`src/hdl/csl_pkg.sv`:
```
// ----------------------------------------------------------------------------
// csl_pkg
// Types, sizes and helpers of the LRU/MESI cache set.
// ----------------------------------------------------------------------------
package csl_pkg;

  localparam int WAYS      = 8;
  localparam int TAG_BITS  = 12;
  localparam int RANK_BITS = $clog2(WAYS);
  localparam int CNT_BITS  = $clog2(WAYS + 1);
  localparam int TYPE_BITS = 3;

  typedef enum logic [TYPE_BITS-1:0] {
    RT_READ  = 3'd0,
    RT_WRITE = 3'd1,
    RT_SNOOP = 3'd2,
    RT_INV   = 3'd3,
    RT_CLEAR = 3'd4
  } req_type_e;

  typedef enum logic [1:0] {
    ST_I = 2'd0,
    ST_S = 2'd1,
    ST_E = 2'd2,
    ST_M = 2'd3
  } mesi_e;

  typedef logic [TAG_BITS-1:0]               tag_t;
  typedef logic [RANK_BITS-1:0]              rank_t;
  typedef logic [WAYS-1:0]                   way_vec_t;
  typedef logic [WAYS-1:0][TAG_BITS-1:0]     tag_arr_t;
  typedef mesi_e [WAYS-1:0]                  st_arr_t;
  typedef logic [WAYS-1:0][RANK_BITS-1:0]    rank_arr_t;

  localparam rank_t RANK_MAX = RANK_BITS'(WAYS - 1);

  // Result of the parallel tag and rank lookup.
  typedef struct packed {
    logic     hit;
    way_vec_t hit_oh;
    mesi_e    hit_st;
    rank_t    hit_rank;
    way_vec_t free_oh;
    way_vec_t lru_oh;
    mesi_e    lru_st;
    rank_t    lru_rank;
    tag_t     lru_tag;
    way_vec_t mod_mask;
  } lookup_t;

  typedef struct packed {
    logic hit;
    logic fetch_from_l2;
    logic write_through;
    logic writeback;
    tag_t victim_tag;
    logic snoop_return;
    logic last;
  } rsp_t;

  // Picks the tag of the way flagged in a one-hot vector.
  function automatic tag_t oh_tag(way_vec_t oh, tag_arr_t tags);
    tag_t t;
    t = '0;
    for (int k = 0; k < WAYS; k++) begin
      t = t | (tags[k] & {TAG_BITS{oh[k]}});
    end
    return t;
  endfunction

endpackage

```
`src/hdl/csl_if.sv`:
```
// ----------------------------------------------------------------------------
// csl_if
// Request and response channels of the cache set, valid/ready handshake.
// ----------------------------------------------------------------------------
interface csl_req_if;
  import csl_pkg::*;

  logic                 valid;
  logic                 ready;
  logic [TYPE_BITS-1:0] req_type;
  logic [TAG_BITS-1:0]  req_tag;

  modport source (output valid, output req_type, output req_tag, input ready);
  modport sink   (input valid, input req_type, input req_tag, output ready);
endinterface

interface csl_rsp_if;
  import csl_pkg::*;

  logic                valid;
  logic                ready;
  logic                hit;
  logic                fetch_from_l2;
  logic                write_through;
  logic                writeback;
  logic [TAG_BITS-1:0] victim_tag;
  logic                snoop_return;
  logic                last;

  modport source (output valid, output hit, output fetch_from_l2, output write_through,
                  output writeback, output victim_tag, output snoop_return,
                  output last, input ready);
  modport sink   (input valid, input hit, input fetch_from_l2, input write_through,
                  input writeback, input victim_tag, input snoop_return,
                  input last, output ready);
endinterface

```
`src/hdl/csl_lookup.sv`:
```
// ----------------------------------------------------------------------------
// csl_lookup
// Parallel tag compare, free-way and LRU-way selection over all ways.
// ----------------------------------------------------------------------------
module csl_lookup (
  input  csl_pkg::tag_t      tag_i,
  input  csl_pkg::tag_arr_t  tags_i,
  input  csl_pkg::st_arr_t   st_i,
  input  csl_pkg::rank_arr_t rank_i,
  output csl_pkg::lookup_t   lk_o
);
  import csl_pkg::*;

  way_vec_t valid_w;
  way_vec_t invalid_w;
  way_vec_t match_w;
  way_vec_t lru_w;
  way_vec_t mod_w;
  mesi_e    hit_st_w;
  mesi_e    lru_st_w;
  rank_t    hit_rank_w;
  rank_t    lru_rank_w;

  always_comb begin
    hit_st_w   = ST_I;
    lru_st_w   = ST_I;
    hit_rank_w = '0;
    lru_rank_w = '0;
    for (int k = 0; k < WAYS; k++) begin
      valid_w[k] = (st_i[k] != ST_I);
      match_w[k] = valid_w[k] && (tags_i[k] == tag_i);
      // With the set full the ranks are a permutation, so exactly one way
      // holds the highest rank.
      lru_w[k]   = valid_w[k] && (rank_i[k] == RANK_MAX);
      mod_w[k]   = (st_i[k] == ST_M);
      if (match_w[k]) begin
        hit_st_w   = mesi_e'(hit_st_w | st_i[k]);
        hit_rank_w = hit_rank_w | rank_i[k];
      end
      if (lru_w[k]) begin
        lru_st_w   = mesi_e'(lru_st_w | st_i[k]);
        lru_rank_w = lru_rank_w | rank_i[k];
      end
    end
    invalid_w = ~valid_w;
  end

  assign lk_o.hit      = |match_w;
  assign lk_o.hit_oh   = match_w;
  assign lk_o.hit_st   = hit_st_w;
  assign lk_o.hit_rank = hit_rank_w;
  assign lk_o.free_oh  = invalid_w & (~invalid_w + way_vec_t'(1));
  assign lk_o.lru_oh   = lru_w;
  assign lk_o.lru_st   = lru_st_w;
  assign lk_o.lru_rank = lru_rank_w;
  assign lk_o.lru_tag  = oh_tag(lru_w, tags_i);
  assign lk_o.mod_mask = mod_w;

endmodule

```
`src/hdl/cache_set_lru_mesi.sv`:
```
// ----------------------------------------------------------------------------
// cache_set_lru_mesi
// One set of an eight-way cache with true LRU ranks and MESI line states.
// ----------------------------------------------------------------------------
// Requests arrive on req_i (type and tag) and results leave on rsp_o, both
// valid/ready channels. Every request gives one result beat, except a clear
// of the set, which gives one beat per modified line (at least one beat).
// The beat with last set closes the request.
// The result of an accepted request sits in the output register from the
// cycle after acceptance. The block takes one request per cycle while the
// output register can take a beat and no clear is draining; the tag compare
// and re-ranking of all ways finish between the state registers and the
// output register. A clear that writes back n modified lines holds ready low
// while its remaining n-1 beats drain from the pending mask.
// When the receiver stalls, the output register holds its beat and ready
// drops until it is taken; a beat taken in a cycle frees the register for a
// new request in that same cycle.
// Reset marks every way invalid and clears the ranks, line count and output
// register. Tags are not reset; only tags of valid or pending lines are read.
// ----------------------------------------------------------------------------
module cache_set_lru_mesi (
  input  logic      clk_i,
  input  logic      rst_ni,
  csl_req_if.sink   req_i,
  csl_rsp_if.source rsp_o
);
  import csl_pkg::*;

  tag_arr_t            tag_q, tag_d;
  st_arr_t             st_q, st_d;
  rank_arr_t           rank_q, rank_d;
  logic [CNT_BITS-1:0] cnt_q, cnt_d;
  way_vec_t            pend_q, pend_d;
  logic                ov_q, ov_d;
  rsp_t                rsp_q, rsp_d;

  lookup_t  lk;
  tag_t     req_tag_w;
  logic     out_free;
  logic     accept;
  logic     full;
  way_vec_t pend_first;
  way_vec_t mod_first;
  way_vec_t fill_oh;
  mesi_e    fill_st;

  assign req_tag_w  = req_i.req_tag[TAG_BITS-1:0];
  assign out_free   = !ov_q || rsp_o.ready;
  assign req_i.ready = (pend_q == '0) && out_free;
  assign accept     = req_i.valid && req_i.ready;
  assign full       = (cnt_q == CNT_BITS'(WAYS));
  assign pend_first = pend_q & (~pend_q + way_vec_t'(1));
  assign mod_first  = lk.mod_mask & (~lk.mod_mask + way_vec_t'(1));
  assign fill_oh    = full ? lk.lru_oh : lk.free_oh;
  assign fill_st    = (req_i.req_type == RT_WRITE) ? ST_E : ST_S;

  csl_lookup u_lookup (
    .tag_i  (req_tag_w),
    .tags_i (tag_q),
    .st_i   (st_q),
    .rank_i (rank_q),
    .lk_o   (lk)
  );

  always_comb begin
    tag_d  = tag_q;
    st_d   = st_q;
    rank_d = rank_q;
    cnt_d  = cnt_q;
    pend_d = pend_q;
    ov_d   = ov_q;
    rsp_d  = rsp_q;

    if (ov_q && rsp_o.ready) begin
      ov_d = 1'b0;
    end

    if ((pend_q != '0) && out_free) begin
      // Remaining write-back beats of a clear, lowest way first.
      rsp_d            = '0;
      rsp_d.writeback  = 1'b1;
      rsp_d.victim_tag = oh_tag(pend_first, tag_q);
      rsp_d.last       = ((pend_q & ~pend_first) == '0);
      pend_d           = pend_q & ~pend_first;
      ov_d             = 1'b1;
    end else if (accept) begin
      rsp_d      = '0;
      rsp_d.last = 1'b1;
      ov_d       = 1'b1;
      case (req_i.req_type)
        RT_READ, RT_WRITE, RT_SNOOP: begin
          if (lk.hit) begin
            rsp_d.hit = 1'b1;
            for (int k = 0; k < WAYS; k++) begin
              if ((st_q[k] != ST_I) && (rank_q[k] < lk.hit_rank)) begin
                rank_d[k] = rank_q[k] + rank_t'(1);
              end
              if (lk.hit_oh[k]) begin
                rank_d[k] = '0;
              end
            end
            if (req_i.req_type == RT_SNOOP) begin
              rsp_d.snoop_return = (lk.hit_st == ST_M) || (lk.hit_st == ST_E);
              for (int k = 0; k < WAYS; k++) begin
                if (lk.hit_oh[k]) st_d[k] = ST_S;
              end
            end else if (req_i.req_type == RT_WRITE) begin
              for (int k = 0; k < WAYS; k++) begin
                if (lk.hit_oh[k] && (st_q[k] == ST_E)) st_d[k] = ST_M;
                if (lk.hit_oh[k] && (st_q[k] == ST_S)) st_d[k] = ST_E;
              end
            end
          end else if (req_i.req_type != RT_SNOOP) begin
            // Miss fill: a full set reuses its LRU way, which acts as a promote.
            rsp_d.fetch_from_l2 = 1'b1;
            rsp_d.write_through = (req_i.req_type == RT_WRITE);
            rsp_d.writeback     = full && (lk.lru_st == ST_M);
            rsp_d.victim_tag    = (full && (lk.lru_st == ST_M)) ? lk.lru_tag : '0;
            for (int k = 0; k < WAYS; k++) begin
              if ((st_q[k] != ST_I) && (!full || (rank_q[k] < lk.lru_rank))) begin
                rank_d[k] = rank_q[k] + rank_t'(1);
              end
              if (fill_oh[k]) begin
                tag_d[k]  = req_tag_w;
                st_d[k]   = fill_st;
                rank_d[k] = '0;
              end
            end
            if (!full) begin
              cnt_d = cnt_q + CNT_BITS'(1);
            end
          end
        end
        RT_INV: begin
          if (lk.hit) begin
            rsp_d.hit        = 1'b1;
            rsp_d.writeback  = (lk.hit_st == ST_M);
            rsp_d.victim_tag = (lk.hit_st == ST_M) ? req_tag_w : '0;
            for (int k = 0; k < WAYS; k++) begin
              if ((st_q[k] != ST_I) && !lk.hit_oh[k] && (rank_q[k] > lk.hit_rank)) begin
                rank_d[k] = rank_q[k] - rank_t'(1);
              end
              if (lk.hit_oh[k]) begin
                st_d[k]   = ST_I;
                rank_d[k] = '0;
              end
            end
            if (cnt_q != '0) begin
              cnt_d = cnt_q - CNT_BITS'(1);
            end
          end
        end
        RT_CLEAR: begin
          for (int k = 0; k < WAYS; k++) begin
            st_d[k]   = ST_I;
            rank_d[k] = '0;
          end
          cnt_d = '0;
          if (lk.mod_mask != '0) begin
            rsp_d.writeback  = 1'b1;
            rsp_d.victim_tag = oh_tag(mod_first, tag_q);
            rsp_d.last       = ((lk.mod_mask & ~mod_first) == '0);
            pend_d           = lk.mod_mask & ~mod_first;
          end
        end
        default: begin
          // Unknown request types leave the set alone.
        end
      endcase
    end
  end

  always_ff @(posedge clk_i or negedge rst_ni) begin
    if (!rst_ni) begin
      st_q   <= {WAYS{ST_I}};
      rank_q <= '0;
      cnt_q  <= '0;
      pend_q <= '0;
      ov_q   <= 1'b0;
      rsp_q  <= '0;
    end else begin
      st_q   <= st_d;
      rank_q <= rank_d;
      cnt_q  <= cnt_d;
      pend_q <= pend_d;
      ov_q   <= ov_d;
      rsp_q  <= rsp_d;
    end
  end

  always_ff @(posedge clk_i) begin
    tag_q <= tag_d;
  end

  assign rsp_o.valid         = ov_q;
  assign rsp_o.hit           = rsp_q.hit;
  assign rsp_o.fetch_from_l2 = rsp_q.fetch_from_l2;
  assign rsp_o.write_through = rsp_q.write_through;
  assign rsp_o.writeback     = rsp_q.writeback;
  assign rsp_o.victim_tag    = rsp_q.victim_tag;
  assign rsp_o.snoop_return  = rsp_q.snoop_return;
  assign rsp_o.last          = rsp_q.last;

endmodule

```
`src/flat_wrapper.sv`:
```
// flat-port wrapper written by rule: the top's interface ports become plain ports
module cache_set_lru_mesi_flat import csl_pkg::*;
  (clk_i, rst_ni, req_i_valid, req_i_req_type, req_i_req_tag, req_i_ready, rsp_o_valid, rsp_o_hit, rsp_o_fetch_from_l2, rsp_o_write_through, rsp_o_writeback, rsp_o_victim_tag, rsp_o_snoop_return, rsp_o_last, rsp_o_ready);
  csl_req_if req_i_i ();
  csl_rsp_if rsp_o_i ();
  input  logic clk_i;
  input  logic rst_ni;
  input wire logic [$bits(req_i_i.valid)-1:0] req_i_valid;
  input wire logic [$bits(req_i_i.req_type)-1:0] req_i_req_type;
  input wire logic [$bits(req_i_i.req_tag)-1:0] req_i_req_tag;
  output wire logic [$bits(req_i_i.ready)-1:0] req_i_ready;
  output wire logic [$bits(rsp_o_i.valid)-1:0] rsp_o_valid;
  output wire logic [$bits(rsp_o_i.hit)-1:0] rsp_o_hit;
  output wire logic [$bits(rsp_o_i.fetch_from_l2)-1:0] rsp_o_fetch_from_l2;
  output wire logic [$bits(rsp_o_i.write_through)-1:0] rsp_o_write_through;
  output wire logic [$bits(rsp_o_i.writeback)-1:0] rsp_o_writeback;
  output wire logic [$bits(rsp_o_i.victim_tag)-1:0] rsp_o_victim_tag;
  output wire logic [$bits(rsp_o_i.snoop_return)-1:0] rsp_o_snoop_return;
  output wire logic [$bits(rsp_o_i.last)-1:0] rsp_o_last;
  input wire logic [$bits(rsp_o_i.ready)-1:0] rsp_o_ready;
  assign req_i_i.valid = req_i_valid;
  assign req_i_i.req_type = req_i_req_type;
  assign req_i_i.req_tag = req_i_req_tag;
  assign req_i_ready = req_i_i.ready;
  assign rsp_o_valid = rsp_o_i.valid;
  assign rsp_o_hit = rsp_o_i.hit;
  assign rsp_o_fetch_from_l2 = rsp_o_i.fetch_from_l2;
  assign rsp_o_write_through = rsp_o_i.write_through;
  assign rsp_o_writeback = rsp_o_i.writeback;
  assign rsp_o_victim_tag = rsp_o_i.victim_tag;
  assign rsp_o_snoop_return = rsp_o_i.snoop_return;
  assign rsp_o_last = rsp_o_i.last;
  assign rsp_o_i.ready = rsp_o_ready;
  cache_set_lru_mesi u_core (.clk_i(clk_i), .rst_ni(rst_ni), .req_i(req_i_i), .rsp_o(rsp_o_i));
endmodule
```
`config.mk`:
```
export PLATFORM = sky130hd
export DESIGN_NAME = cache_set_lru_mesi_flat
export DESIGN_NICKNAME = d
export VERILOG_FILES = /design/src/hdl/csl_pkg.sv /design/src/hdl/csl_if.sv /design/src/hdl/csl_lookup.sv /design/src/hdl/cache_set_lru_mesi.sv /design/src/flat_wrapper.sv
export SDC_FILE = /design/constraint.sdc
export NUM_CORES = 1
export LEC_CHECK = 0
export BUFFER_PORTS_ARGS = -buffer_cell sky130_fd_sc_hd__buf_2
export CORE_ASPECT_RATIO = 1.1
export CORE_UTILIZATION = 55
export DETAILED_ROUTE_END_ITERATION = 12
export PLACE_DENSITY = 0.7
export SLEW_MARGIN = 20
export SYNTH_ARGS = -nofsm -noshare
export SYNTH_HDL_FRONTEND = slang
export SYNTH_SLANG_ARGS = --single-unit
```
`constraint.sdc`:
```
create_clock -name clk_i -period 4.9 [get_ports clk_i]
set_input_delay 0 -clock clk_i [delete_from_list [all_inputs] [get_ports clk_i]]
set_output_delay 0 -clock clk_i [all_outputs]
set_load 0.005 [all_outputs]
```
==> flow_summary.yaml <==
run_status:
  status: "finished clean"
setup_path:
  required_ps: 5230
  end_kind: "flip-flop"
  criticalPathCategory: "flip-flop to flip-flop"
  start_kind: "flip-flop"
  worstPathArrival_ps: 4850
  critPathMaxFanout: 8
  worstRegToRegCells: 12
die:
  die_h_um: 161
  die_w_um: 147
  start_util_pct: 56.6
  num_rows: 57
  pin_count: 39
  core-area_sq_mm: 0.0223
  dieArea_sq_mm: 0.0236
power:
  irDropWorstVdd_v: 0.000223
  power.total_w: 0.00687
  p_leak_nw: 5.33
  power_density_mw_per_mm2: 494
clocking:
  clkLatencyLatePin_ps: 450
  cts_made_buffers: 17
  cts_tree: "done"
  cts_root_buf: "clkbuf_16"
  cts.clk_slew.worst_paths_ps: 80
  post-cts-setup-buffer-count: 0
  clockBufferDepth: 2
  cts.repair.resized: 0
  ctsHtreeMaxLevel: 4
  cts_hold_buf: 13
  cts_num_sinks: 166
sta:
  period_share_pct: 92.4
  fmax_ghz: 0.221
  fin_crit_ps: 4530
  finClkSkew_ps: 21.8
  hold_viol_final: 0
  rsz0062_at_grt: "false"
  setup_viol: 0
  slew_violations: 0
  worstMarginPinSlew_ps: 1250
  relSlewSlack_pct: 15.8
  fin_tns_setup_ps: 0
synthesis:
  async_reset_ff_share_pct: 42.2
  synth_cell_types: 90
  yosysTopAreaCellShare_pct: 22.8
  yosysSeqAreaShare_pct: 36.7
  syn_area_per_cell_sq_um: 9.84
  synth.area.top_cells: "edfxtp_1 (23%), dfrtp_1 (14%), ha_1 (6.5%), xnor2_1 (4.9%), a22oi_1 (3.9%)"
  synth_edf_count: 96
  synth_cells: 1285
  synth_nets: 1371
  yosysTopAreaCell: "edfxtp_1"
  yosysWarningCount: 0
  ys_ff_latch: 166
  yosysMostFrequentCell: "nor2_1"
  yosys-top-cells-count: "nor2_1 (105), edfxtp_1 (96), nand2_1 (77)"
  netlist_area_sq_mm: 0.0126
  ys.flop_type: "edfxtp_1"
global_routing:
  grt_max_degree: 71
  grt_first_pass_wirelength_um: 74800
  antenna_found_initial: 1
  track_usage_pct: 43.3
  overflow: 0
  first_global_vias: 11800
hold_path:
  whs_path_depth: 1
  hold_class: "input pin to flip-flop"
layout:
  num-fill-cells: 1899
  final_core_util_pct: 62.3
  drive_above_1_share_pct: 14.0
  finalNetCount: 1409
  antenna_cells: 0
  area_growth_pct: 10.0
detailed_routing:
  first_iter_violations: 1892
  num_vias: 12200
  wl_per_cell_um: 30.8
  post_drt_via_cell_ratio: 7.45
  postRouteAntennaNets: 0
  drtPass1Iterations: 9
  drc: 0
  routed_wl_um: 50300
placed_design:
  dp_hpwl_um: 35100
  portBuffers: 38
  routabilityCongestion: 1.05
flow_run:
  cap_violations: 0
## per-stage QoR
step                area [sq um]  setup WS [ps]  hold WS, ps  cells
detailed placement         13200            635          243   1586
global placement           13200            677          224   1586
global route               13900            346         13.2   1631
CTS                        13900            593         5.39   1631
floorplan                  12600           1050         -296   1285
finish                     13900            374         26.5   1631
## worst max-delay path, cell delays in order (launching register included)
cell and delay, ps:
edfxtp_1 480, xor2_1 190, nor4_1 890, and4_4 500, a22oi_1 120, and3_1 390, ha_1 370, a21oi_1 230
nor2_1 70, o21a_1 190, mux2_4 270, or3_4 390, mux2_4 300
## cells by family after synthesis
kind of cell | Yosys count | share of synthesized area (%)
simple gates | 382 | 16.6
mux | 34 | 2.95
buf+inv | 119 | 4.65
flops | 166 | 36.7
fa+ha+maj | 69 | 6.85
compound gates | 416 | 25.2
xor+xnor | 99 | 7.04
## registers in the layout (all words and copies together) (netlist names), 4 cells and up
register and count:
u_core.st_q 16, u_core.rsp_o.victim_tag 12, u_core.cnt_q 4, u_core.rank_q 24
u_core.pend_q 7, u_core.tag_q 96
## cells in the final DEF (no fill, tap or decap), types with 11 or more instances in the layout
cell,instances
a21oi_1,63
a221o_1,25
a221oi_1,34
a222oi_1,25
a22o_1,24
a22oi_1,66
a31oi_1,13
and2_1,22
and3_1,11
and4_1,13
buf_2,37
buf_4,50
clkbuf_16,17
dfrtp_1,70
dlygate4sd3_1,13
edfxtp_1,96
ha_1,66
inv_1,38
mux2_2,14
mux2i_1,14
nand2_1,77
nand2b_1,14
nand3_1,22
nand4_1,26
nor2_1,105
nor3_1,19
nor4_1,13
o21ai_0,42
o22ai_1,17
o2bb2ai_1,14
xnor2_1,70
xor2_1,26
## path summary, 6_finish.rpt
kind	startpoint	slack [ps]	endpoint
hold reg to reg	u_core.rsp_o.last	480	u_core.rsp_o.last
setup / recovery	u_core.tag_q[65]	370	u_core.rank_q[21]
max in group asynchronous	rst_ni	3970	u_core.rsp_o.victim_tag[9]
setup reg to reg	u_core.tag_q[65]	370	u_core.rank_q[21]
min in group asynchronous	rst_ni	260	u_core.cnt_q[1]
hold / removal	req_i_req_tag[11]	30	u_core.tag_q[47]
## where the power goes
group          internal (W)  leakage [nW]  switching [W]
Clock              0.000691         0.293       0.000710
Combinational       0.00131          3.29        0.00201
Sequential          0.00172          1.75       0.000428
## routing by layer
| metal | up-vias | part of all wire, % | track usage (%) | routed length [um] |
|---|---|---|---|---|
| met3 | 273 | 11 | 10.3 | 5440 |
| met2 | 890 | 45 | 68.8 | 22700 |
| li1 | 5131 | - | - | - |
| met5 | - | 0 | 0 | 0 |
| met4 | 0 | 7.6 | 28.5 | 3830 |
| met1 | 5862 | 36 | 52.8 | 18300 |
## area by class of cell
class | instances | area [sq um] | share of cell area (%)
multi-input combinational | 1000 | 7460 | 53.7
clock buffer | 17 | 425 | 3.06
tap | 295 | 369 | 2.65
sequential | 166 | 4630 | 33.3
inverter | 38 | 143 | 1.03
clock inverter | 15 | 181 | 1.30
timing repair buffer | 100 | 691 | 4.97
(Power assumes the default switching activity.)
